`src/sv/gbr_pkg.sv`:
```
`default_nettype none

package gbr_pkg;

   // fixed field widths
   localparam int POS_W  = 8;
   localparam int PIX_W  = 16;
   localparam int WGT_W  = 16;
   localparam int PROD_W = PIX_W + WGT_W;
   localparam int DIM_W  = 9;
   localparam int RAD_W  = 2;
   localparam int TYPE_W = 2;

   // configuration port
   localparam int CSR_AW = 4;
   localparam int CSR_DW = 32;

   // saturation limit of a result
   localparam logic [PIX_W-1:0] SAT_MAX = '1;

   // register reset values
   localparam logic [DIM_W-1:0] FRAME_WIDTH_RST  = 9'd256;
   localparam logic [DIM_W-1:0] FRAME_HEIGHT_RST = 9'd256;
   localparam logic [RAD_W-1:0] RADIUS_RST       = 2'd1;

   // request codes
   typedef enum logic [TYPE_W-1:0] {
      REQ_LOAD_WEIGHT = 2'd0,
      REQ_LOAD_PIXEL  = 2'd1,
      REQ_COMPUTE     = 2'd2
   } gbr_req_type;

   // register indexes (byte address bits [3:2])
   typedef enum logic [1:0] {
      CSR_FRAME_WIDTH   = 2'd0,
      CSR_FRAME_HEIGHT  = 2'd1,
      CSR_KERNEL_RADIUS = 2'd2
   } gbr_csr_type;

   // sequencer states
   typedef enum logic [2:0] {
      ST_IDLE,
      ST_SCAN,
      ST_DRAIN,
      ST_DIVIDE,
      ST_FINISH
   } gbr_state_type;

endpackage

`default_nettype wire

```
`src/sv/gbr_divider.sv`:
```
`default_nettype none

module gbr_divider #(
   parameter int ACC_W = 38,
   parameter int SUM_W = 22
) (
   input  wire logic                      clock,
   input  wire logic                      reset,
   input  wire logic                      start,
   input  wire logic [ACC_W-1:0]          dividend,
   input  wire logic [SUM_W-1:0]          divisor,
   output logic                           done,
   output logic      [gbr_pkg::PIX_W-1:0] quotient
);

   localparam int QW = gbr_pkg::PIX_W;
   localparam int CW = $clog2(QW);

   logic [ACC_W-1:0] rem_ff;
   logic [ACC_W-1:0] den_ff;
   logic [QW-1:0]    quot_ff;
   logic [CW-1:0]    cnt_ff;
   logic             busy_ff;
   logic             done_ff;
   logic             fits;

   // dividend stays below divisor * 2^16, so one quotient bit per step
   assign fits = (rem_ff >= den_ff);

   // restoring division datapath
   always_ff @(posedge clock) begin
      if (start) begin
         rem_ff  <= dividend;
         den_ff  <= ACC_W'(divisor) << (QW - 1);
         quot_ff <= '0;
      end else if (busy_ff) begin
         if (fits) begin
            rem_ff <= rem_ff - den_ff;
         end
         quot_ff <= {quot_ff[QW-2:0], fits};
         den_ff  <= den_ff >> 1;
      end
   end

   // step control
   always_ff @(posedge clock) begin
      if (reset) begin
         busy_ff <= 1'b0;
         done_ff <= 1'b0;
         cnt_ff  <= '0;
      end else begin
         done_ff <= 1'b0;
         if (start) begin
            busy_ff <= 1'b1;
            cnt_ff  <= '0;
         end else if (busy_ff) begin
            cnt_ff <= cnt_ff + 1'b1;
            if (cnt_ff == CW'(QW - 1)) begin
               busy_ff <= 1'b0;
               done_ff <= 1'b1;
            end
         end
      end
   end

   assign done     = done_ff;
   assign quotient = quot_ff;

endmodule

`default_nettype wire

```
`config.mk`:
```
export PLATFORM = sky130hd
export DESIGN_NAME = gbr_divider
export DESIGN_NICKNAME = d
export VERILOG_FILES = /design/src/sv/gbr_pkg.sv /design/src/sv/gbr_divider.sv
export SDC_FILE = /design/constraint.sdc
export NUM_CORES = 1
export LEC_CHECK = 0
export BUFFER_PORTS_ARGS = -buffer_cell sky130_fd_sc_hd__buf_2
export CORE_AREA = 4 4 132 147
export CTS_CLUSTER_SIZE = 40
export DETAILED_ROUTE_END_ITERATION = 10
export DIE_AREA = 0 0 136 151
export GPL_TIMING_DRIVEN = 0
export MAX_ROUTING_LAYER = met4
export PLACE_DENSITY = 0.5
export SYNTH_ARGS = -nofsm -noshare
export SYNTH_HDL_FRONTEND = slang
export SYNTH_SLANG_ARGS = --single-unit
```
`constraint.sdc`:
```
create_clock -name clock -period 6.3 [get_ports clock]
set_clock_uncertainty 0.2 [all_clocks]
set_input_delay 0.63 -clock clock [delete_from_list [all_inputs] [get_ports clock]]
set_output_delay 0.63 -clock clock [all_outputs]
set_load 0.02 [all_outputs]
```
==> out/qor.yml, run 1 <==
die_height_um: 151
critPathRequiredTime_ps: 6160
switching_share_pct: 40.0
worst_hold_path_type: "input pin to flop"
p_sw_uw: 1150
final_antenna_net_count: 0
yosys_most_used_dff: "edfxtp_1"
grt_first_pass_wirelength_mm: 27.0
cts_sinks: 97
antenna_found_initial: 0
path_clk_slew_ps: 70
finalSetupViolCount: 0
power_frac_seq_pct: 30.5
drv_slew: 0
synth-async-reset-ratio_pct: 0
cts_hold_buf: 0
io_buffers: 78
postLayoutCellArea_um2: 7210
numCtsBuffers: 9
max_freq_ghz: 0.246
drive_gt1_share_pct: 13.4
post_synth_num_cell_types: 66
vias: 5197
dp_hpwl_mm: 12.8
firstDrtPassIters: 5
cts_tree: "done"
power_density_nw_per_um2: 399
path_max_fanout: 23
whs_ps: 238
drtIter0Drc: 251
synth.most_common_cell: "nand2_1"
comb_power_share_pct: 49.2
p_clk_share_pct: 20.3
status: "complete, no violations"
gp_congestion: 0.894
max_cap_violations: 0
synth-seq-cells: 97
drc: 0
endpoint_kind: "flop"
worst_pin_slew_ps: 1160
routed_wl_mm: 16.9
post_drt_wl_per_cell_um: 16.6
clkLatencyLatePin_ps: 360
clockBufferDepth: 2
die_w_um: 136
cts_root_buf: "clkbuf_16"
finalCritPeriodShare_pct: 64.5
post-route-min-period_ps: 4060
grt_start_max_net_pins: 24
synth_edf_count: 60
grt_overflow: 0
rows: 52
core_um2: 18000
final_net_count: 874
synth_top_area_cell: "edfxtp_1"
synth_common_cells: "nand2_1 (86), nor2_1 (64), edfxtp_1 (60)"
mappedNetlistArea_um2: 6180
antenna_cells: 0
ir_drop_v: 0.000146
syn_nets: 784
yosys.area.top_type_share_pct: 29.1
p_int_uw: 1730
yosysWarnings: 0
ctsResizeCount: 0
htreeDepth: 3
power.leakage_uw: 0.00298
avgViaCountPerCell: 5.10
start_kind: "flop"
die_area_um2: 20500
initial_core_util_pct: 34.3
ys_seq_area_share_pct: 41.1
grt_pass1_vias: 5340
syn2layout_area_growth_pct: 16.6
synth_area_leaders: "edfxtp_1 (29%), dfxtp_1 (12%), ha_1 (7.7%)"
crit_arrival_ps: 3920
cts_setup_buffers: 0
tns_ps: 0
rsz0062_at_grt: "false"
grtUsageTotal_pct: 17.3
path_class: "flop to flop"
syn_inst: 682
placed_area_um2: 6900
final_hold_viol_count: 0
io-pin-count: 80
relSlewSlack_pct: 22.6
syn_avg_cell_area_um2: 9.06
==> registers in the layout (all words and copies together) (netlist names) <==
name / cells
done: 1
rem_ff: 38
busy_ff: 1
cnt_ff: 4
quotient: 16
den_ff: 37
==> final cells by class <==
cell class	instances	area (um^2)
inverters	45	169
well taps	243	304
repair buffers	79	410
fillers	1892	10800
plain buffers	30	114
multi-input cells	510	3360
flip-flops and latches	97	2540
clock inverters	2	15.0
clock buffers	13	293
==> cell usage in the layout, fill, tap and decap left out, types with 21 or more instances in the layout <==
cell | Yosys | routed
nand2_1 | 86 | 86
buf_2 | 1 | 79
nor2_1 | 64 | 64
edfxtp_1 | 60 | 60
inv_1 | 44 | 44
a21oi_1 | 40 | 40
ha_1 | 38 | 38
dfxtp_1 | 37 | 37
o21ai_0 | 36 | 36
mux2i_1 | 31 | 31
a21o_1 | 21 | 21
==> metal layers <==
| metal | vias up | wire, um | global-route usage, % |
|---|---|---|---|
| met5 | - | 0 | - |
| met4 | 0 | 357 | 5.75 |
| met3 | 20 | 696 | 2.82 |
| met2 | 116 | 8220 | 29.3 |
| met1 | 2414 | 7620 | 21.1 |
| li1 | 2647 | - | - |
==> cell families (layout without fill, tap and decap cells) <==
logic type | count (synthesis) | count (layout) | share of synthesized area (%)
AND/OR/NAND/NOR | 215 | 215 | 16.0
AO/OA/AOI/OAI | 189 | 189 | 20.1
flip-flops | 97 | 97 | 41.1
buffers and inverters | 75 | 169 | 4.57
adder cells (fa/ha/maj) | 39 | 39 | 8.01
XOR/XNOR | 34 | 34 | 4.82
multiplexers | 33 | 33 | 5.38
==> stage by stage <==
| step | std cells | utilization [%] | power, uW | setup WS, ps |
|---|---|---|---|---|
| 6_report | 1019 | 40.0 | 2870 | 2240 |
| 5_1_grt | 1019 | 40.0 | 3090 | 2020 |
| 4_1_cts | 1019 | 40.0 | 2880 | 2200 |
| 3_5_place_dp | 1004 | 38.3 | 2290 | 2220 |
| 3_3_place_gp | 1003 | 38.2 | 2270 | 1200 |
| 2_1_floorplan | 682 | - | 1950 | 2250 |
==> power groups by stage <==
stage | Clock, uW | Combinational, uW | Sequential, uW
after floorplan | 0 | 1070 | 881
after global placement | 0 | 1380 | 891
after detailed placement | 0 | 1390 | 891
after CTS | 594 | 1410 | 878
after global routing | 622 | 1580 | 890
final | 585 | 1410 | 877
==> worst max-delay path, cell delays in order (launching register included) <==
cell and delay (ps):
edfxtp_1 320, inv_1 40, ha_1 210, fa_1 400, and2b_1 220, o211ai_1 130
a211o_1 400, a21oi_2 250, a31oi_2 200, o31ai_2 350, nor4b_4 280, o41a_2 490
buf_12 250
==> worst paths after layout <==
kind                end  cells after the start      start  slack (ps)
min             busy_ff                      2      reset         240
min reg2reg        done                      2  cnt_ff[3]         270
max          rem_ff[25]                     12  rem_ff[0]        2240
max reg2reg  rem_ff[25]                     12  rem_ff[0]        2240
(Power assumes the default switching activity.)
==> inputs of run 2 (changes only) <==
Clock period 6.3 ns to 3.94 ns, I/O delays scaled along.
==> out/qor.yml, run 2 (same netlist as run 1, synthesis figures left out) <==
power.leakage_uw: 0.00303  # was 0.00298 uW
die_area_um2: 20500  # unchanged
status: "complete, no violations"  # unchanged
firstDrtPassIters: 4  # was 5
io_buffers: 78  # unchanged
drtIter0Drc: 237  # was 251
layout.cells.most_common_list: "nand2_1 (86), buf_2 (79), nor2_1 (64), edfxtp_1 (60), inv_1 (44)"  # unchanged
post-route-worst-setup-slack_ps: 165  # was 2240 ps
clockBufferDepth: 2  # unchanged
path_clk_slew_ps: 70  # about the same
io-pin-count: 80  # unchanged
whs_ps: 113  # was 238 ps
cts_sinks: 97  # unchanged
vias: 5185  # was 5,197
antenna_found_initial: 1  # was 0
gp_congestion: 0.896  # was 0.894
rows: 52  # unchanged
drive_gt1_share_pct: 14.0  # was 13.4%
numCtsBuffers: 9  # unchanged
cts_tree: "done"  # unchanged
largest_register_ffs: 38  # unchanged
grt_pass1_vias: 5364  # was 5,340
path_max_fanout: 4  # was 23
regMostFlops: "rem_ff"  # unchanged
core_um2: 18000  # unchanged
drv_slew: 0  # unchanged
final_hold_viol_count: 0  # unchanged
cts_root_buf: "clkbuf_16"  # unchanged
syn2layout_area_growth_pct: 18.3  # was 16.6%
start_kind: "flop"  # unchanged
finalSetupViolCount: 0  # unchanged
path_class: "flop to flop"  # unchanged
worst_hold_path_type: "input pin to flop"  # unchanged
relSlewSlack_pct: 15.2  # was 22.6%
clkLatencyLatePin_ps: 350  # was 360 ps
dp_hpwl_mm: 12.7  # was 12.8 mm
grt_overflow: 0  # unchanged
initial_core_util_pct: 34.3  # unchanged
post-route-min-period_ps: 3780  # was 4060 ps
die_w_um: 136  # unchanged
power_density_nw_per_um2: 636  # was 399 nW/um^2
dp_slack_ps: -341  # was 2220 ps
endpoint_kind: "flop"  # unchanged
die_height_um: 151  # unchanged
max_cap_violations: 0  # unchanged
htreeDepth: 3  # unchanged
final_net_count: 881  # was 874
drc: 0  # unchanged
worst_pin_slew_ps: 1270  # was 1160 ps
grt_start_max_net_pins: 25  # was 24
grt_first_pass_wirelength_mm: 27.3  # was 27.0 mm
layout_commonest_cell: "nand2_1"  # unchanged
avgViaCountPerCell: 5.04  # was 5.10
ir_drop_v: 0.000260  # was 0.000146 V
max_freq_ghz: 0.265  # was 0.246 GHz
grtUsageTotal_pct: 17.6  # was 17.3%
critPathRequiredTime_ps: 3820  # was 6160 ps
final_antenna_net_count: 0  # unchanged
routed_wl_mm: 17.2  # was 16.9 mm
crit_arrival_ps: 3650  # was 3920 ps
post_drt_wl_per_cell_um: 16.7  # was 16.6 um
fin_util_pct: 40.6  # was 40.0%
finalCritPeriodShare_pct: 95.8  # was 64.5%
==> run 2: cell count changes in the layout (fill, tap and decap cells not counted), sizes merged <==
cell         change
diode            +1
o41a             +1
clkbuf           +1
dlygate4sd3      +1
buf              +5
==> run 2: critical path, stage by stage, from the launching register on <==
cell,delay (ps)
edfxtp_1,330
inv_1,40
ha_1,210
fa_1,400
and2b_1,230
o211ai_1,130
a211o_1,390
a21oi_2,260
a31oi_2,200
o31ai_2,340
nor4b_4,350
o41a_4,250
buf_4,150
==> run 2: final cells by class <==
cell class / instances / area (um^2)
Antenna cell: 1 / 2.50
Buffer: 30 / 114
Clock buffer: 14 / 297
Clock inverter: 2 / 15.0
Fill cell: 1899 / 10700
Inverter: 45 / 169
Multi-Input combinational cell: 511 / 3390
Sequential cell: 97 / 2540
Tap cell: 243 / 304
Timing Repair Buffer: 85 / 483
==> run 2: path summary, 6_finish.rpt <==
path,start,to,slack (ps),depth (start not counted)
setup / recovery,rem_ff[0],rem_ff[12],160,12
hold / removal,divisor[9],den_ff[24],110,3
setup reg to reg,rem_ff[0],rem_ff[12],160,12
hold reg to reg,cnt_ff[3],done,270,2
==> run 2: report_power, final <==
part	leakage [uW]	switching (uW)	internal (uW)
Sequential	0.000911	63.3	1340
Combinational	0.00196	1380	933
Clock	0.000154	411	527
Total	0.00303	1850	2800
==> run 2: metal layers <==
| metal | part of all wire (%) | up-vias | GRT usage, % |
|---|---|---|---|
| met5 | 0 | - | - |
| met4 | 1.3 | 0 | 5.90 |
| met3 | 3.1 | 15 | 2.43 |
| met2 | 50 | 92 | 29.9 |
| met1 | 46 | 2420 | 21.5 |
| li1 | - | 2658 | - |
==> run 2: what timing repair did <==
action	4_1_cts	5_1_grt
buffers inserted	0	6
gates resized for setup	2	0
cloned	1	0
hold buffers	1	0
pin swaps	0	2
hold endpoints to repair	1	0
endpoints found under the setup margin	38	38
==> run 2: per-stage QoR <==
step | power [uW] | area, um^2 | setup TNS (ps) | std cells
2_1_floorplan | 3120 | 6180 | 0 | 682
3_3_place_gp | 3630 | 6880 | -13400 | 1003
3_5_place_dp | 3650 | 6880 | -12900 | 1003
4_1_cts | 4630 | 7230 | 0 | 1021
5_1_grt | 4990 | 7310 | -15.9 | 1028
6_report | 4650 | 7310 | 0 | 1028
