`src/sv/gbr_pkg.sv`:
```
`default_nettype none

package gbr_pkg;

   // fixed field widths
   localparam int POS_W  = 8;
   localparam int PIX_W  = 16;
   localparam int WGT_W  = 16;
   localparam int PROD_W = PIX_W + WGT_W;
   localparam int DIM_W  = 9;
   localparam int RAD_W  = 2;
   localparam int TYPE_W = 2;

   // configuration port
   localparam int CSR_AW = 4;
   localparam int CSR_DW = 32;

   // saturation limit of a result
   localparam logic [PIX_W-1:0] SAT_MAX = '1;

   // register reset values
   localparam logic [DIM_W-1:0] FRAME_WIDTH_RST  = 9'd256;
   localparam logic [DIM_W-1:0] FRAME_HEIGHT_RST = 9'd256;
   localparam logic [RAD_W-1:0] RADIUS_RST       = 2'd1;

   // request codes
   typedef enum logic [TYPE_W-1:0] {
      REQ_LOAD_WEIGHT = 2'd0,
      REQ_LOAD_PIXEL  = 2'd1,
      REQ_COMPUTE     = 2'd2
   } gbr_req_type;

   // register indexes (byte address bits [3:2])
   typedef enum logic [1:0] {
      CSR_FRAME_WIDTH   = 2'd0,
      CSR_FRAME_HEIGHT  = 2'd1,
      CSR_KERNEL_RADIUS = 2'd2
   } gbr_csr_type;

   // sequencer states
   typedef enum logic [2:0] {
      ST_IDLE,
      ST_SCAN,
      ST_DRAIN,
      ST_DIVIDE,
      ST_FINISH
   } gbr_state_type;

endpackage

`default_nettype wire

```
`src/sv/gbr_kernel_mem.sv`:
```
`default_nettype none

module gbr_kernel_mem #(
   parameter int DEPTH = 49,
   parameter int AW    = 6
) (
   input  wire logic                      clock,
   input  wire logic                      reset,
   input  wire logic                      wr_en,
   input  wire logic [AW-1:0]             wr_addr,
   input  wire logic [gbr_pkg::WGT_W-1:0] wr_data,
   input  wire logic                      rd_en,
   input  wire logic [AW-1:0]             rd_addr,
   output logic      [gbr_pkg::WGT_W-1:0] rd_data
);

   logic [gbr_pkg::WGT_W-1:0] mem_ff [DEPTH];
   logic [DEPTH-1:0]          valid_ff;
   logic [gbr_pkg::WGT_W-1:0] rd_data_ff;
   logic                      rd_valid_ff;

   // weight storage
   always_ff @(posedge clock) begin
      if (wr_en) begin
         mem_ff[wr_addr] <= wr_data;
      end
      if (rd_en) begin
         rd_data_ff <= mem_ff[rd_addr];
      end
   end

   // per-entry written flags, cleared together at reset
   always_ff @(posedge clock) begin
      if (reset) begin
         valid_ff    <= '0;
         rd_valid_ff <= 1'b0;
      end else begin
         if (wr_en) begin
            valid_ff[wr_addr] <= 1'b1;
         end
         if (rd_en) begin
            rd_valid_ff <= valid_ff[rd_addr];
         end
      end
   end

   // an entry never written reads as zero
   assign rd_data = rd_valid_ff ? rd_data_ff : '0;

endmodule

`default_nettype wire

```
`config.mk`:
```
export PLATFORM = sky130hd
export DESIGN_NAME = gbr_kernel_mem
export DESIGN_NICKNAME = d
export VERILOG_FILES = /design/src/sv/gbr_pkg.sv /design/src/sv/gbr_kernel_mem.sv
export SDC_FILE = /design/constraint.sdc
export NUM_CORES = 1
export LEC_CHECK = 0
export ABC_AREA = 1
export BUFFER_PORTS_ARGS = -buffer_cell sky130_fd_sc_hd__clkbuf_2
export CAP_MARGIN = 40
export CORE_UTILIZATION = 25
export DETAILED_ROUTE_END_ITERATION = 12
export SYNTH_ARGS = -nofsm -noshare
export SYNTH_HDL_FRONTEND = slang
export SYNTH_SLANG_ARGS = --single-unit
```
`constraint.sdc`:
```
create_clock -name clock -period 2 [get_ports clock]
set_input_delay 0.2 -clock clock [delete_from_list [all_inputs] [get_ports clock]]
set_output_delay 0.2 -clock clock [all_outputs]
set_load 0.02 [all_outputs]
```
==> results.cfg, run 1 <==
[floorplan]
die_x_um = 370
core-area_um2 = 134000
die-area_um2 = 137000
start_util = 0.253
io_pins = 48
dieHeight_um = 370
rows = 134

[logic_synthesis]
seq_area_frac_synth = 0.740
yosysMostFrequentCell = edfxtp_1
synthTopCellsByCount = edfxtp_1 (800), nor2_1 (611), o21ai_0 (323), nand2_1 (257), o211ai_1 (155)
synthTopCellsByArea = edfxtp_1 (71%), nor2_1 (6.8%), o21ai_0 (4.8%), o211ai_1 (3.4%), dfxtp_1 (3.0%)
synth.ff_latch_count = 850
yosysWarnings = 0
synthesis.nets = 2776
synth_edf_count = 800
syn_area_um2 = 33800
ys_async_sr_fraction = 0
yosysTopAreaCellShare = 0.710
synth-main-ff-cell = edfxtp_1
yosysTopAreaCell = edfxtp_1
yosys.cell_types.count = 30
syn_area_per_cell_um2 = 12.3
netlist_instances = 2744

[sta]
fin_skew_ps = 16.7
grt_setup_unrepaired = false
finalSetupViolCount = 0
period_share = 0.992
hold_violations = 0
slew_violations = 0
max_freq_ghz = 0.504
holdWs_ps = 49.7
worst_slack_ps = 15.5
worstMarginPinSlew_ps = 689
slew_headroom = 0.541
layout_min_cycle_time_ps = 1980

[placement]
numPortBuffers = 47
dpl_worst_slack_ps = -225
dp_hpwl_um = 59900
place_congestion = 0.858

[power]
p_switching_mw = 8.65
combPwrFrac = 0.066
power.leakage_nw = 13.7
sw_frac_of_total = 0.225
ir_drop_mv = 0.570
pwr-share-clk = 0.423
p_seq_frac = 0.510
power.density_nw_per_um2 = 937
p_int_mw = 29.9

[final_layout]
multi_input_area_um2 = 7770
area_delta_synth_final_pct = 21.4
fin_util = 0.307
fill_cells = 13464
drive_gt1_frac = 0.149
seq_area_um2 = 25000
fin_nets = 2961

[clock_tree]
clk-insertion-delay-late_ps = 660
cts_sinks = 850
cts_buffer_depth = 3
htree_levels = 3
cts_buffers = 86
clockRootBuffer = clkbuf_16
cts_setup_buffers = 0
clk_pin_slew_ps = 60
cts_tree = yes

[drt]
antenna_left = 0
drt_pass1_iterations = 10
wl_um = 98200
route.detailed.drc = 10
via_count = 22670
drtIter0Drc = 2624
vias_per_cell = 4.76
wl_per_cell_um = 20.6

[worst_setup_path]
path_max_fanout = 11
cp-end-kind = output pin
worstPathRequired_ps = 1800
max_stage_delay_ps = 470
reg2reg_from = mem_ff[10][11]
worstSetupPathType = reg -> out
cp_cell_sequence = buf_4 -> nand2_1 -> inv_1 -> clkbuf_2
regToRegEndpoint = rd_data_ff[11]
crit_slowest_cell = dfxtp_4
cp.arrival_ps = 1780
r2r_setup_slack_ps = 180
worst_r2r_path_depth = 6
startpoint_type = register

[grt]
overflow = 0
grt_pass1_wl_um = 144000
track_usage = 0.141
grt_max_degree = 51
antenna_found_initial = 7
grt_pass1_vias = 21399

[worst_hold_path]
holdPathEnd = mem_ff[28][6]
hold_depth = 2
hp-start = wr_data[6]
min_path_type = in -> reg

[outcome]
violations = DRC
status = finished, violations left

[run]
max-cap-violations = 0
==> metrics by stage <==
step / total power [mW] / instance area [µm²] / TNS [ps] / cells
2_1_floorplan: 21.2 / 33800 / -3170 / 2744
3_3_place_gp: 22.5 / 38200 / -1170 / 4608
3_5_place_dp: 22.6 / 38200 / -1290 / 4608
4_1_cts: 38.7 / 41100 / 0 / 4763
5_1_grt: 39.6 / 41100 / 0 / 4763
6_report: 38.5 / 41100 / 0 / 4766
==> worst max-delay path: cells and delay by family (launching register included) <==
| family | cells | cell delay (ps) |
|---|---|---|
| buf+inv | 3 | 480 |
| simple gates | 1 | 190 |
| flops | 1 | 470 |
==> logic make-up (layout without fill, tap and decap cells) <==
kind of cell | after synthesis | after routing | synth area share
AO/OA/AOI/OAI | 607 | 607 | 0.105
buffers and inverters | 250 | 501 | 0.0325
flip-flops | 850 | 850 | 0.740
multiplexers | 4 | 4 | 0.00118
other | 0 | 3 | 0
AND/OR/NAND/NOR | 1033 | 1033 | 0.121
==> routing by layer <==
layer	GRT usage	up-vias	part of all wire
met5	0	-	0.00044
met3	0.0244	145	0.081
met4	0.0432	8	0.025
met1	0.196	11356	0.43
li1	-	10288	-
met2	0.224	873	0.46
==> layout make-up <==
| type | count | area share |
|---|---|---|
| flip-flops and latches | 850 | 0.609 |
| well taps | 1768 | 0.0538 |
| inverters | 67 | 0.00646 |
| clock inverters | 54 | 0.0144 |
| diodes | 3 | 0.000183 |
| multi-input cells | 1644 | 0.189 |
| clock buffers | 100 | 0.0544 |
| repair buffers | 280 | 0.0724 |
==> power by group through the flow <==
stage / Clock (mW) / Sequential (mW) / Combinational (mW)
6_report: 16.3 / 19.6 / 2.56
5_1_grt: 17.2 / 19.7 / 2.75
4_1_cts: 16.5 / 19.6 / 2.55
3_5_place_dp: 0 / 20.0 / 2.54
3_3_place_gp: 0 / 20.0 / 2.52
2_1_floorplan: 0 / 20.0 / 1.19
==> registers in the layout, summed over array words and instances (netlist names) <==
name / flops
mem_ff: 784
rd_data_ff: 16
valid_ff: 49
rd_valid_ff: 1
==> cell usage in the layout (no fill, tap or decap), drive strengths merged <==
master	n
edfxtp	800
nor2	612
o21ai	373
nand2	257
buf	234
o211ai	155
clkbuf	145
nand3	131
inv	70
dfxtp	50
o22ai	39
clkinv	38
o221ai	17
nor3	15
or2	13
a21oi	13
bufinv	11
a21boi	4
mux2i	4
a211oi	4
nand4	4
diode	3
clkinvlp	2
o2111ai	1
or3	1
o21bai	1
dlygate4sd3	1
==> what timing repair did <==
item / CTS / global route
resized for setup: 2 / 1
hold endpoints to repair: 5 / 0
hold buffers: 1 / 0
endpoints found under the setup margin: 16 / 1
==> worst max path at each step <==
stage / from / endpoint / slack [ps] / cells past startpoint
after global placement: rd_addr[1] / rd_data_ff[11] / -210 / 10
final: rd_valid_ff / rd_data[0] / 20 / 4
after CTS: rd_valid_ff / rd_data[15] / 3 / 4
after global routing: rd_valid_ff / rd_data[12] / 2 / 4
after detailed placement: rd_addr[1] / rd_data_ff[10] / -220 / 10
after floorplan: wr_addr[3] / mem_ff[33][0] / -100 / 3
(Power assumes the default switching activity.)
==> run 2, diff against run 1 <==
--- a/config.mk
+++ b/config.mk
@@ -8,6 +8,7 @@
 export ABC_AREA = 1
 export BUFFER_PORTS_ARGS = -buffer_cell sky130_fd_sc_hd__clkbuf_2
 export CAP_MARGIN = 40
+export CORE_MARGIN = 5
 export CORE_UTILIZATION = 25
 export DETAILED_ROUTE_END_ITERATION = 12
 export SYNTH_ARGS = -nofsm -noshare
==> run 2 against run 1 <==
The flow now finishes without violations. Via count fell by 1.7%. Register-to-register slack barely moved. Combinational power fell by 2%. Setup slack improved by 120 ps. Die area rose by 4.4%. Final cell count rose by 0.55%. Hold slack improved by 8.7 ps. Power rose by 0.78%. Sequential share of layout area fell by 0.32 points. Critical path depth did not move. Sequential power barely moved. Critical path type unchanged. Largest cell class unchanged. Largest power group unchanged. Highest routed layer is now met4.
==> results.cfg, run 2 (synthesis results as in run 1) <==
[floorplan]
rows = 135
io_pins = 48
dieHeight_um = 378
core-area_um2 = 135000
die-area_um2 = 143000
die_x_um = 378
start_util = 0.251

[grt]
antenna_found_initial = 5
track_usage = 0.131
grt_pass1_vias = 21534
overflow = 0
grt_max_degree = 66
grt_pass1_wl_um = 141000

[final_layout]
area_delta_synth_final_pct = 22.1
fin_nets = 2960
reg_top3 = mem_ff (784), valid_ff (49), rd_data_ff (16)
largest_register_ffs = 784
final_cell_mix = edfxtp_1 (800), nor2_1 (586), o21ai_0 (323)
fill_cells = 13315
final_common_cell = edfxtp_1
largest-register = mem_ff
final_cell_area_um2 = 41300
fin_util = 0.306
drive_gt1_frac = 0.150

[drt]
drtIter0Drc = 2419
via_count = 22275
route.detailed.drc = 0
wl_per_cell_um = 19.8
antenna_left = 0
vias_per_cell = 4.65
drt_pass1_iterations = 5
wl_um = 94700

[placement]
numPortBuffers = 47
place_congestion = 0.843
dp_hpwl_um = 58300
place_area_um2 = 38300

[worst_setup_path]
worstSetupPathType = reg -> out
r2r_setup_slack_ps = 180
startpoint_type = register
path_max_fanout = 8
cp-end-kind = output pin
worstPathRequired_ps = 1800
cp.arrival_ps = 1660

[power]
combPwrFrac = 0.065
p_int_mw = 30.2
ir_drop_mv = 0.583
power.total_mw = 38.8
power.leakage_nw = 13.7
power.density_nw_per_um2 = 940
sw_frac_of_total = 0.221
p_seq_frac = 0.506
pwr-share-clk = 0.429
p_switching_mw = 8.58

[clock_tree]
cts_buffers = 88
cts_sinks = 850
clockRootBuffer = clkbuf_16
htree_levels = 3
clk-insertion-delay-late_ps = 650
cts_tree = yes
cts_buffer_depth = 3
clk_pin_slew_ps = 60
cts_setup_buffers = 0

[outcome]
status = completed

[sta]
finalSetupViolCount = 0
slew_headroom = 0.480
period_share = 0.931
fin_skew_ps = 30.4
slew_violations = 0
max_freq_ghz = 0.537
grt_setup_unrepaired = false
layout_min_cycle_time_ps = 1860
hold_violations = 0
holdWs_ps = 58.3
worstMarginPinSlew_ps = 781

[run]
max-cap-violations = 0

[worst_hold_path]
min_path_type = in -> reg
run 2: cell count changes in the layout (fill, tap and decap cells not counted), moves of 3 or more:
cell       before  now
buf_4         155  146
nor2_2         20   26
clkbuf_1       12   19
nor2_1        592  586
clkinv_1       15   18
clkbuf_16      87   90
clkinv_2       21   17
buf_12         77   83
clkinv_8        1    4
diode_2         3    8
run 2: final cells by class:
class	instances	area, µm²	share of cell area
sequential	850	25000	0.606
multi-input combinational	1644	7780	0.188
timing repair buffer	277	3030	0.0733
clock buffer	112	2360	0.0573
tap	1781	2230	0.0540
clock inverter	53	588	0.0142
inverter	67	265	0.00642
antenna	8	20.0	0.000485
run 2: final timing paths:
path                     start             to  depth (start not counted)
setup / recovery   rd_valid_ff     rd_data[1]                          4
hold / removal      wr_data[4]   mem_ff[6][4]                          2
setup reg to reg  mem_ff[1][7]  rd_data_ff[7]                          6
hold reg to reg   valid_ff[40]   valid_ff[40]                          2
run 2: repair_timing:
action | CTS | global route
resized for setup | 1 | 0
hold endpoints to repair | 6 | 0
setup endpoints to repair | 1 | 0
hold buffers | 1 | 0
run 2: metrics by stage:
step | TNS (ps) | setup WS, ps | cells
floorplan | -3170 | -99.2 | 2744
global placement | -1790 | -306 | 4618
detailed placement | -1940 | -328 | 4618
CTS | 0 | 88.1 | 4784
global route | 0 | 50.5 | 4786
finish | 0 | 139 | 4792
run 2: power groups by stage:
stage / clock network, mW / registers [mW] / logic (mW)
floorplan: 0 / 20.0 / 1.19
detailed placement: 0 / 20.0 / 2.52
finish: 16.6 / 19.7 / 2.52
global placement: 0 / 20.0 / 2.50
global route: 17.8 / 19.7 / 2.74
CTS: 17.0 / 19.7 / 2.53
run 2: critical path, cell delays in order (launching register included):
cell      delay [ps]
dfxtp_2          400
buf_4            200
nand2_1          150
inv_1             90
clkbuf_2         170
run 2: metal layers:
layer / up-vias / share of wire / global-route usage / routed length [µm]
met3: 133 / 0.085 / 0.0278 / 8020
met2: 811 / 0.46 / 0.208 / 43800
met4: 0 / 0.028 / 0.0423 / 2650
li1: 10311 / - / - / -
met5: - / 0 / 0 / 0
met1: 11020 / 0.42 / 0.179 / 40200
